### config.mk
export PLATFORM = sky130hd
export DESIGN_NAME = omni_wheel_inverse_kinematics
export DESIGN_NICKNAME = d
export VERILOG_FILES = /design/src/rtl/owik_pkg.sv /design/src/rtl/owik_ctrl.sv /design/src/rtl/owik_dp.sv /design/src/rtl/omni_wheel_inverse_kinematics.sv
export SDC_FILE = /design/constraint.sdc
export NUM_CORES = 2
export LEC_CHECK = 0
export BUFFER_PORTS_ARGS = -buffer_cell sky130_fd_sc_hd__clkbuf_2
export CORE_ASPECT_RATIO = 0.5
export CORE_UTILIZATION = 29
export CTS_BUF_LIST = sky130_fd_sc_hd__clkbuf_4
export DETAILED_ROUTE_END_ITERATION = 12
export GPL_ROUTABILITY_DRIVEN = 0
export PLACE_DENSITY = 0.54
export SLEW_MARGIN = 20
export SYNTH_ARGS = -nofsm -noshare
export SYNTH_HDL_FRONTEND = slang
export SYNTH_SLANG_ARGS = --single-unit
### constraint.sdc
create_clock -name clk -period 13.55 [get_ports clk]
set_clock_uncertainty 0.05 [all_clocks]
set_input_delay 2.0325 -clock clk [delete_from_list [all_inputs] [get_ports clk]]
set_output_delay 2.0325 -clock clk [all_outputs]
set_load 0.05 [all_outputs]
### src/rtl/owik_pkg.sv
package owik_pkg;

    // Fixed point: velocity Q4.12 times Q0.16 constants gives wheel sums in Q.28
    localparam int SUM_W       = 36;
    localparam int MUL_B_W     = 17;
    localparam int PROD_W      = SUM_W + MUL_B_W;
    localparam int ROUND_SHIFT = 28;

    localparam logic [15:0] K_SIN60    = 16'd56756;
    localparam logic [15:0] K_INVSQRT2 = 16'd46341;

    // Configuration register indexes
    localparam logic [1:0] CFG_WHEEL_MODE       = 2'd0;
    localparam logic [1:0] CFG_CENTER_DISTANCE  = 2'd1;
    localparam logic [1:0] CFG_INV_WHEEL_RADIUS = 2'd2;
    localparam logic [1:0] CFG_MAX_WHEEL_RATE   = 2'd3;

    localparam logic        RST_WHEEL_MODE       = 1'b1;
    localparam logic [15:0] RST_CENTER_DISTANCE  = 16'd26214;
    localparam logic [15:0] RST_INV_WHEEL_RADIUS = 16'd5039;
    localparam logic [14:0] RST_MAX_WHEEL_RATE   = 15'd12800;

    typedef enum logic [1:0] {
        MUL_ROT,
        MUL_LIN,
        MUL_SCALE
    } mul_op_t;

    typedef struct packed {
        logic      load_in;
        logic      mul_en;
        mul_op_t   op;
        logic [1:0] wheel;
        logic      load_out;
        logic      stop;
    } owik_cmd_t;

endpackage

### src/rtl/owik_ctrl.sv
module owik_ctrl
    import owik_pkg::*;
(
    input  logic      clk,
    input  logic      rst_n,
    input  logic      in_valid,
    input  logic      in_tick,
    output logic      in_ready,
    input  logic      wheel_mode,
    input  logic      out_ready,
    output logic      out_valid,
    output owik_cmd_t cmd
);

    typedef enum logic [1:0] {
        IDLE,
        RUN,
        FLUSH,
        LOAD
    } state_t;

    localparam logic [3:0] STEP_ROT     = 4'd0;
    localparam logic [3:0] STEP_LIN2    = 4'd3;
    localparam logic [3:0] STEP_LIN_END = 4'd4;
    localparam logic [3:0] STEP_SCALE0  = 4'd5;
    localparam logic [3:0] STEP_SCALE2  = 4'd7;
    localparam logic [3:0] STEP_SCALE3  = 4'd8;

    state_t     state_reg;
    logic [3:0] step_reg;
    logic       out_valid_reg;
    logic       seen_reg;
    logic       stop_reg;

    logic       accept;
    logic [3:0] step_lin;
    logic [3:0] step_scale;

    assign in_ready   = (state_reg == IDLE);
    assign out_valid  = out_valid_reg;
    assign accept     = in_valid && (state_reg == IDLE);
    assign step_lin   = step_reg - 4'd1;
    assign step_scale = step_reg - STEP_SCALE0;

    always_comb
    begin
        cmd          = '0;
        cmd.op       = MUL_ROT;
        cmd.load_in  = accept;
        cmd.stop     = stop_reg;
        cmd.load_out = (state_reg == LOAD) && (!out_valid_reg || out_ready);
        if (state_reg == RUN)
        begin
            cmd.mul_en = 1'b1;
            if (step_reg == STEP_ROT)
            begin
                cmd.op    = MUL_ROT;
                cmd.wheel = 2'd0;
            end
            else if (step_reg <= STEP_LIN_END)
            begin
                cmd.op    = MUL_LIN;
                cmd.wheel = step_lin[1:0];
            end
            else
            begin
                cmd.op    = MUL_SCALE;
                cmd.wheel = step_scale[1:0];
            end
        end
    end

    always_ff @(posedge clk or negedge rst_n)
    begin
        if (!rst_n)
        begin
            state_reg     <= IDLE;
            step_reg      <= STEP_ROT;
            out_valid_reg <= 1'b0;
            seen_reg      <= 1'b0;
            stop_reg      <= 1'b0;
        end
        else
        begin
            if (cmd.load_out)
                out_valid_reg <= 1'b1;
            else if (out_ready)
                out_valid_reg <= 1'b0;

            case (state_reg)
                IDLE:
                begin
                    if (accept)
                    begin
                        if (in_tick)
                        begin
                            // a tick always clears the flag; stop only if nothing came
                            seen_reg <= 1'b0;
                            stop_reg <= 1'b1;
                            if (!seen_reg)
                                state_reg <= LOAD;
                        end
                        else
                        begin
                            seen_reg  <= 1'b1;
                            stop_reg  <= 1'b0;
                            step_reg  <= STEP_ROT;
                            state_reg <= RUN;
                        end
                    end
                end
                RUN:
                begin
                    if ((step_reg == STEP_SCALE3) ||
                        ((step_reg == STEP_SCALE2) && !wheel_mode))
                        state_reg <= FLUSH;
                    else if ((step_reg == STEP_LIN2) && !wheel_mode)
                        step_reg <= STEP_SCALE0;
                    else
                        step_reg <= step_reg + 4'd1;
                end
                FLUSH:
                begin
                    state_reg <= LOAD;
                end
                LOAD:
                begin
                    if (cmd.load_out)
                        state_reg <= IDLE;
                end
                default:
                begin
                    state_reg <= IDLE;
                end
            endcase
        end
    end

endmodule

### src/rtl/owik_dp.sv
module owik_dp
    import owik_pkg::*;
(
    input  logic               clk,
    input  logic               rst_n,
    input  owik_cmd_t          cmd,
    input  logic signed [15:0] vel_x,
    input  logic signed [15:0] vel_y,
    input  logic signed [15:0] yaw_rate,
    input  logic               wheel_mode,
    input  logic [15:0]        center_distance,
    input  logic [15:0]        inv_wheel_radius,
    input  logic [14:0]        max_wheel_rate,
    output logic signed [15:0] rate_0,
    output logic signed [15:0] rate_1,
    output logic signed [15:0] rate_2,
    output logic signed [15:0] rate_3,
    output logic [2:0]         wheel_count,
    output logic               timeout_stop
);

    logic signed [15:0]       vx_reg;
    logic signed [15:0]       vy_reg;
    logic signed [15:0]       w_reg;
    logic signed [PROD_W-1:0] p_reg;
    logic signed [PROD_W-1:0] p_next;
    logic                     post_valid_reg;
    mul_op_t                  post_op_reg;
    logic [1:0]               post_wheel_reg;
    logic signed [SUM_W-1:0]  rot_reg;
    logic signed [SUM_W-1:0]  sum_reg [4];
    logic signed [15:0]       rate_reg [4];

    logic signed [15:0]       out_rate_reg [4];
    logic [2:0]               count_reg;
    logic                     stop_reg;

    logic signed [17:0]        vx_e;
    logic signed [17:0]        vy_e;
    logic signed [17:0]        lin_a;
    logic signed [SUM_W-1:0]   mul_a;
    logic signed [MUL_B_W-1:0] mul_b;
    logic signed [SUM_W-1:0]   lin_off;
    logic signed [SUM_W-1:0]   lin_sum;
    logic [PROD_W-1:0]         mag;
    logic [PROD_W-1:0]         mag_rnd;
    logic [PROD_W-ROUND_SHIFT-1:0] rounded;
    logic [14:0]               clamped;
    logic signed [15:0]        scaled;
    logic signed [17:0]        neg_vx;

    assign vx_e   = {{2{vx_reg[15]}}, vx_reg};
    assign vy_e   = {{2{vy_reg[15]}}, vy_reg};
    assign neg_vx = -vx_e;

    // Multiplier operand selection
    always_comb
    begin
        lin_a = vy_e;
        mul_a = '0;
        mul_b = '0;
        case (cmd.op)
            MUL_ROT:
            begin
                mul_a = {{(SUM_W-16){w_reg[15]}}, w_reg};
                mul_b = {1'b0, center_distance};
            end
            MUL_LIN:
            begin
                if (wheel_mode)
                begin
                    case (cmd.wheel)
                        2'd0:    lin_a = vy_e - vx_e;
                        2'd1:    lin_a = -vx_e - vy_e;
                        2'd2:    lin_a = vx_e - vy_e;
                        default: lin_a = vx_e + vy_e;
                    endcase
                    mul_b = {1'b0, K_INVSQRT2};
                end
                else
                begin
                    case (cmd.wheel)
                        2'd0:
                        begin
                            lin_a = vy_e;
                            mul_b = {1'b0, K_SIN60};
                        end
                        2'd1:
                        begin
                            lin_a = -vy_e;
                            mul_b = {1'b0, K_SIN60};
                        end
                        default:
                        begin
                            // wheel 2 takes vx straight through the offset term
                            lin_a = vx_e;
                            mul_b = '0;
                        end
                    endcase
                end
                mul_a = {{(SUM_W-18){lin_a[17]}}, lin_a};
            end
            MUL_SCALE:
            begin
                mul_a = sum_reg[cmd.wheel];
                mul_b = {1'b0, inv_wheel_radius};
            end
            default:
            begin
                mul_a = '0;
                mul_b = '0;
            end
        endcase
    end

    assign p_next = mul_a * mul_b;

    // Post-processing of the registered product
    always_comb
    begin
        lin_off = '0;
        if (!wheel_mode)
        begin
            if (post_wheel_reg == 2'd2)
                lin_off = {{(SUM_W-32){vx_reg[15]}}, vx_reg, 16'b0};
            else if (post_wheel_reg != 2'd3)
                lin_off = {{(SUM_W-33){neg_vx[17]}}, neg_vx, 15'b0};
        end
    end

    assign lin_sum = p_reg[SUM_W-1:0] + lin_off + rot_reg;

    assign mag     = p_reg[PROD_W-1] ? PROD_W'(-p_reg) : PROD_W'(p_reg);
    assign mag_rnd = mag + (PROD_W'(1) << (ROUND_SHIFT - 1));
    assign rounded = mag_rnd[PROD_W-1:ROUND_SHIFT];

    always_comb
    begin
        if (rounded > {{(PROD_W-ROUND_SHIFT-15){1'b0}}, max_wheel_rate})
            clamped = max_wheel_rate;
        else
            clamped = rounded[14:0];
        if (p_reg[PROD_W-1])
            scaled = -$signed({1'b0, clamped});
        else
            scaled = $signed({1'b0, clamped});
    end

    always_ff @(posedge clk or negedge rst_n)
    begin
        if (!rst_n)
            post_valid_reg <= 1'b0;
        else
            post_valid_reg <= cmd.mul_en;
    end

    always_ff @(posedge clk)
    begin
        if (cmd.load_in)
        begin
            vx_reg <= vel_x;
            vy_reg <= vel_y;
            w_reg  <= yaw_rate;
        end
        if (cmd.mul_en)
        begin
            p_reg          <= p_next;
            post_op_reg    <= cmd.op;
            post_wheel_reg <= cmd.wheel;
        end
        if (post_valid_reg)
        begin
            case (post_op_reg)
                MUL_ROT:   rot_reg                  <= p_reg[SUM_W-1:0];
                MUL_LIN:   sum_reg[post_wheel_reg]  <= lin_sum;
                MUL_SCALE: rate_reg[post_wheel_reg] <= scaled;
                default:   rot_reg                  <= rot_reg;
            endcase
        end
        if (cmd.load_out)
        begin
            stop_reg  <= cmd.stop;
            count_reg <= wheel_mode ? 3'd4 : 3'd3;
            for (int i = 0; i < 4; i++)
            begin
                if (cmd.stop || ((i == 3) && !wheel_mode))
                    out_rate_reg[i] <= '0;
                else
                    out_rate_reg[i] <= rate_reg[i];
            end
        end
    end

    assign rate_0       = out_rate_reg[0];
    assign rate_1       = out_rate_reg[1];
    assign rate_2       = out_rate_reg[2];
    assign rate_3       = out_rate_reg[3];
    assign wheel_count  = count_reg;
    assign timeout_stop = stop_reg;

endmodule

### src/rtl/omni_wheel_inverse_kinematics.sv
// Velocity command: the single shared multiplier forms the yaw term, each linear term and
// each scaling in turn, then the result is loaded; a new command is accepted only once the
// result has been loaded into the output register.
// Tick: input stays ready, or returns to ready once the stop result it issues is loaded.
// Reset (rst_n low, asynchronous) clears the sequencer, output valid and the command flag,
// and returns all configuration registers to their defaults.
module omni_wheel_inverse_kinematics
    import owik_pkg::*;
(
    input  logic        clk,
    input  logic        rst_n,
    input  logic        s_axis_tvalid,
    output logic        s_axis_tready,
    input  logic [47:0] s_axis_tdata,   // vel_x[15:0], vel_y[31:16], yaw_rate[47:32]
    input  logic        s_axis_tuser,   // tick[0]
    output logic        m_axis_tvalid,
    input  logic        m_axis_tready,
    output logic [71:0] m_axis_tdata,   // rate_0..rate_3[63:0], wheel_count[66:64], zero
    output logic        m_axis_tuser,   // timeout_stop[0]
    input  logic        cfg_valid,
    output logic        cfg_ready,
    input  logic [1:0]  cfg_index,
    input  logic [15:0] cfg_data
);

    logic        wheel_mode_reg;
    logic [15:0] center_distance_reg;
    logic [15:0] inv_wheel_radius_reg;
    logic [14:0] max_wheel_rate_reg;

    owik_cmd_t          cmd;
    logic signed [15:0] rate_0;
    logic signed [15:0] rate_1;
    logic signed [15:0] rate_2;
    logic signed [15:0] rate_3;
    logic [2:0]         wheel_count;

    assign cfg_ready = 1'b1;

    always_ff @(posedge clk or negedge rst_n)
    begin
        if (!rst_n)
        begin
            wheel_mode_reg       <= RST_WHEEL_MODE;
            center_distance_reg  <= RST_CENTER_DISTANCE;
            inv_wheel_radius_reg <= RST_INV_WHEEL_RADIUS;
            max_wheel_rate_reg   <= RST_MAX_WHEEL_RATE;
        end
        else if (cfg_valid && cfg_ready)
        begin
            case (cfg_index)
                CFG_WHEEL_MODE:       wheel_mode_reg       <= cfg_data[0];
                CFG_CENTER_DISTANCE:  center_distance_reg  <= cfg_data;
                CFG_INV_WHEEL_RADIUS: inv_wheel_radius_reg <= cfg_data;
                CFG_MAX_WHEEL_RATE:   max_wheel_rate_reg   <= cfg_data[14:0];
                default:              wheel_mode_reg       <= wheel_mode_reg;
            endcase
        end
    end

    owik_ctrl u_ctrl (
        .clk        (clk),
        .rst_n      (rst_n),
        .in_valid   (s_axis_tvalid),
        .in_tick    (s_axis_tuser),
        .in_ready   (s_axis_tready),
        .wheel_mode (wheel_mode_reg),
        .out_ready  (m_axis_tready),
        .out_valid  (m_axis_tvalid),
        .cmd        (cmd)
    );

    owik_dp u_dp (
        .clk              (clk),
        .rst_n            (rst_n),
        .cmd              (cmd),
        .vel_x            (s_axis_tdata[15:0]),
        .vel_y            (s_axis_tdata[31:16]),
        .yaw_rate         (s_axis_tdata[47:32]),
        .wheel_mode       (wheel_mode_reg),
        .center_distance  (center_distance_reg),
        .inv_wheel_radius (inv_wheel_radius_reg),
        .max_wheel_rate   (max_wheel_rate_reg),
        .rate_0           (rate_0),
        .rate_1           (rate_1),
        .rate_2           (rate_2),
        .rate_3           (rate_3),
        .wheel_count      (wheel_count),
        .timeout_stop     (m_axis_tuser)
    );

    assign m_axis_tdata = {5'b0, wheel_count, rate_3, rate_2, rate_1, rate_0};

    // A velocity command keeps the sequencer busy for the next cycle
    a_cmd_busy: assert property (@(posedge clk) disable iff (!rst_n)
        (s_axis_tvalid && s_axis_tready && !s_axis_tuser) |=> !s_axis_tready)
        else $error("input ready right after a velocity command");

    a_stop_zero: assert property (@(posedge clk) disable iff (!rst_n)
        (m_axis_tvalid && m_axis_tuser) |-> (m_axis_tdata[63:0] == 64'd0))
        else $error("watchdog stop result carries nonzero rates");

    a_three_wheel: assert property (@(posedge clk) disable iff (!rst_n)
        (m_axis_tvalid && (m_axis_tdata[66:64] == 3'd3)) |-> (m_axis_tdata[63:48] == 16'd0))
        else $error("rate_3 nonzero in three-wheel result");

    a_count: assert property (@(posedge clk) disable iff (!rst_n)
        m_axis_tvalid |-> ((m_axis_tdata[66:64] == 3'd3) || (m_axis_tdata[66:64] == 3'd4)))
        else $error("wheel count out of range");

endmodule
==> flow_metrics.tcl <==
set metrics [dict create \
    status "completed" \
    final_cell_mix "inv_1, fa_1, nand2_1" \
    hold_buffers 0 \
    yosysWarnings 0 \
    first_global_vias 37700 \
    path_class "reg2reg" \
    grt-ovfl-total 0 \
    cts-htree-levels 3 \
    cp_slowest_stage_delay_ns 0.75 \
    cp_common_cell "fa_1" \
    firstDrtPassIters 8 \
    finalNetCount 5699 \
    regArea_um2 14000 \
    wire_per_inst_um 21.9 \
    max_freq_mhz 84.2 \
    die_h_um 285 \
    post_cts_buffers 0 \
    hold_class "reg2reg" \
    numClockSinks 474 \
    layout-drive-gt1-share 0.108 \
    utilization 0.323 \
    drv_slew 0 \
    critPathMaxFanout 22 \
    vias 36300 \
    critPathCaptureType "register" \
    crit_path_start_kind "register" \
    die_area_um2 162000 \
    fin_crit_ns 11.88 \
    synth_cell_types 91 \
    drt.antenna.violating_nets 0 \
    syn_area_um2 46500 \
    die_w_um 569 \
    multiInputGateArea_um2 29100 \
    initial_core_util 0.294 \
    fillers 16200 \
    finalSetupTns_ns 0 \
    setup_viol 0 \
    cts_tree "done" \
    grt_usage 0.188 \
    rsz0062_at_grt "false" \
    max_slew_margin 0.164 \
    clk_path_buf_depth 3 \
    worstPathRequired_ns 14.26 \
    async_reset_ff_frac 0.122 \
    worst_pin_slew_ns 1.25 \
    clock_latency_ns 1.02 \
    cp.arrival_ns 12.59 \
    grt_pass1_wl_mm 233 \
    cp_slowest_cell "inv_1" \
    maxCapViolCount 0 \
    synth.avg_cell_area_um2 9.94 \
    syn_inst 4681 \
    path_clk_slew_ns 0.07 \
    core_um2 159000 \
    antenna_found_initial 5 \
    postCtsResizedCells 0 \
    layout_commonest_cell "inv_1" \
    io_buffers 141 \
    fin_crit_sh 0.877 \
    io_pins 148 \
    drc 0 \
    yosys_register_bits 474 \
    area_growth_pct 10.1 \
    ctsRootBufferMaster "clkbuf_4" \
    via_per_inst 5.19 \
    cts_buffers 118 \
    synth_edf_count 416 \
    finalHoldViolCount 0 \
    ys.flop_type "edfxtp_1" \
    largest_reg_flops 144 \
    wl_mm 153 \
    rows 103 \
    drt_iter0_markers 3625 \
    hpwl_mm 119 \
    grt_max_degree 69 \
    ys_seq_area_frac 0.300 \
]
## critical path: cells and delay by family, from the launching register on
| kind | cells | cell delay, ns |
|---|---|---|
| compound gates | 14 | 3.89 |
| xor+xnor | 1 | 0.09 |
| fa+ha+maj | 8 | 3.67 |
| buf+inv | 7 | 1.73 |
| flops | 1 | 0.35 |
| simple gates | 6 | 1.81 |
## routing by layer
| layer | global-route usage | vias to the layer above | wire length [um] |
|---|---|---|---|
| met5 | 0 | - | 0 |
| met4 | 0.0673 | 0 | 5600 |
| met3 | 0.0380 | 290 | 13800 |
| met2 | 0.296 | 1665 | 68100 |
| met1 | 0.256 | 18300 | 65300 |
| li1 | - | 16100 | - |
## through the flow
stage	std cells	setup slack (ns)	cell area (um2)	hold WS [ns]
global placement	6773	1.91	49700	0.416
global route	6987	1.22	51200	0.454
CTS	6980	1.99	51200	0.432
floorplan	4685	2.95	46600	0.392
finish	6990	1.67	51200	0.435
detailed placement	6773	1.96	49700	0.428
## area by class of cell
class                      count  area share
antenna                        9    0.000440
timing repair buffer         210      0.0238
multi-input combinational   3258       0.569
inverter                     732      0.0536
clock buffer                 178      0.0261
tap                         2100      0.0513
sequential                   474       0.273
clock inverter                29     0.00364
## path summary, 6_finish.rpt
kind                                     from                        to  slack, ns  cells past startpoint
setup / recovery           u_ctrl.step_reg[0]            u_dp.p_reg[45]       1.67                     36
hold / removal                  u_dp.p_reg[9]           u_dp.rot_reg[9]       0.43                      0
setup reg to reg           u_ctrl.step_reg[0]            u_dp.p_reg[45]       1.67                     36
hold reg to reg                 u_dp.p_reg[9]           u_dp.rot_reg[9]       0.43                      0
max in group asynchronous               rst_n        u_ctrl.step_reg[2]      11.69                      2
min in group asynchronous               rst_n  inv_wheel_radius_reg[14]       1.17                      2
## cell families (layout without fill, tap and decap cells)
group           Yosys count  after routing  share of synthesized area
compound gates          876            876                      0.122
other cells               2             15                   0.000161
fa+ha+maj               833            833                      0.316
xor+xnor                190            190                     0.0358
mux                      64             64                     0.0151
buf+inv                 953           1149                     0.0782
simple gates           1289           1289                      0.133
flops                   474            474                      0.300
## synthesized netlist by cell type, types with 22 or more instances
master / count / share of area
a22oi_1: 42 / 0.0068
o21a_1: 25 / 0.0040
and2_1: 120 / 0.016
fa_1: 570 / 0.25
o211ai_1: 33 / 0.0053
edfxtp_1: 416 / 0.27
nand4_1: 23 / 0.0031
a31oi_1: 41 / 0.0055
or3_1: 36 / 0.0048
a21o_1: 50 / 0.0081
dfrtp_1: 37 / 0.020
o21ai_0: 162 / 0.017
mux2_2: 50 / 0.012
nand2_1: 442 / 0.036
nand2b_1: 38 / 0.0051
inv_1: 727 / 0.059
a221oi_1: 22 / 0.0041
nor2b_1: 22 / 0.0030
nand3_1: 166 / 0.018
and3_1: 64 / 0.0086
ha_1: 263 / 0.071
nor3_1: 67 / 0.0072
clkbuf_1: 191 / 0.015
xnor2_1: 151 / 0.028
o21bai_1: 29 / 0.0047
nor2_1: 242 / 0.020
a21oi_1: 278 / 0.030
xor2_1: 39 / 0.0073
Power is left out: the tool's default activity adds up to more than one toggle a clock period on the data nets, which glitch-free logic cannot reach.
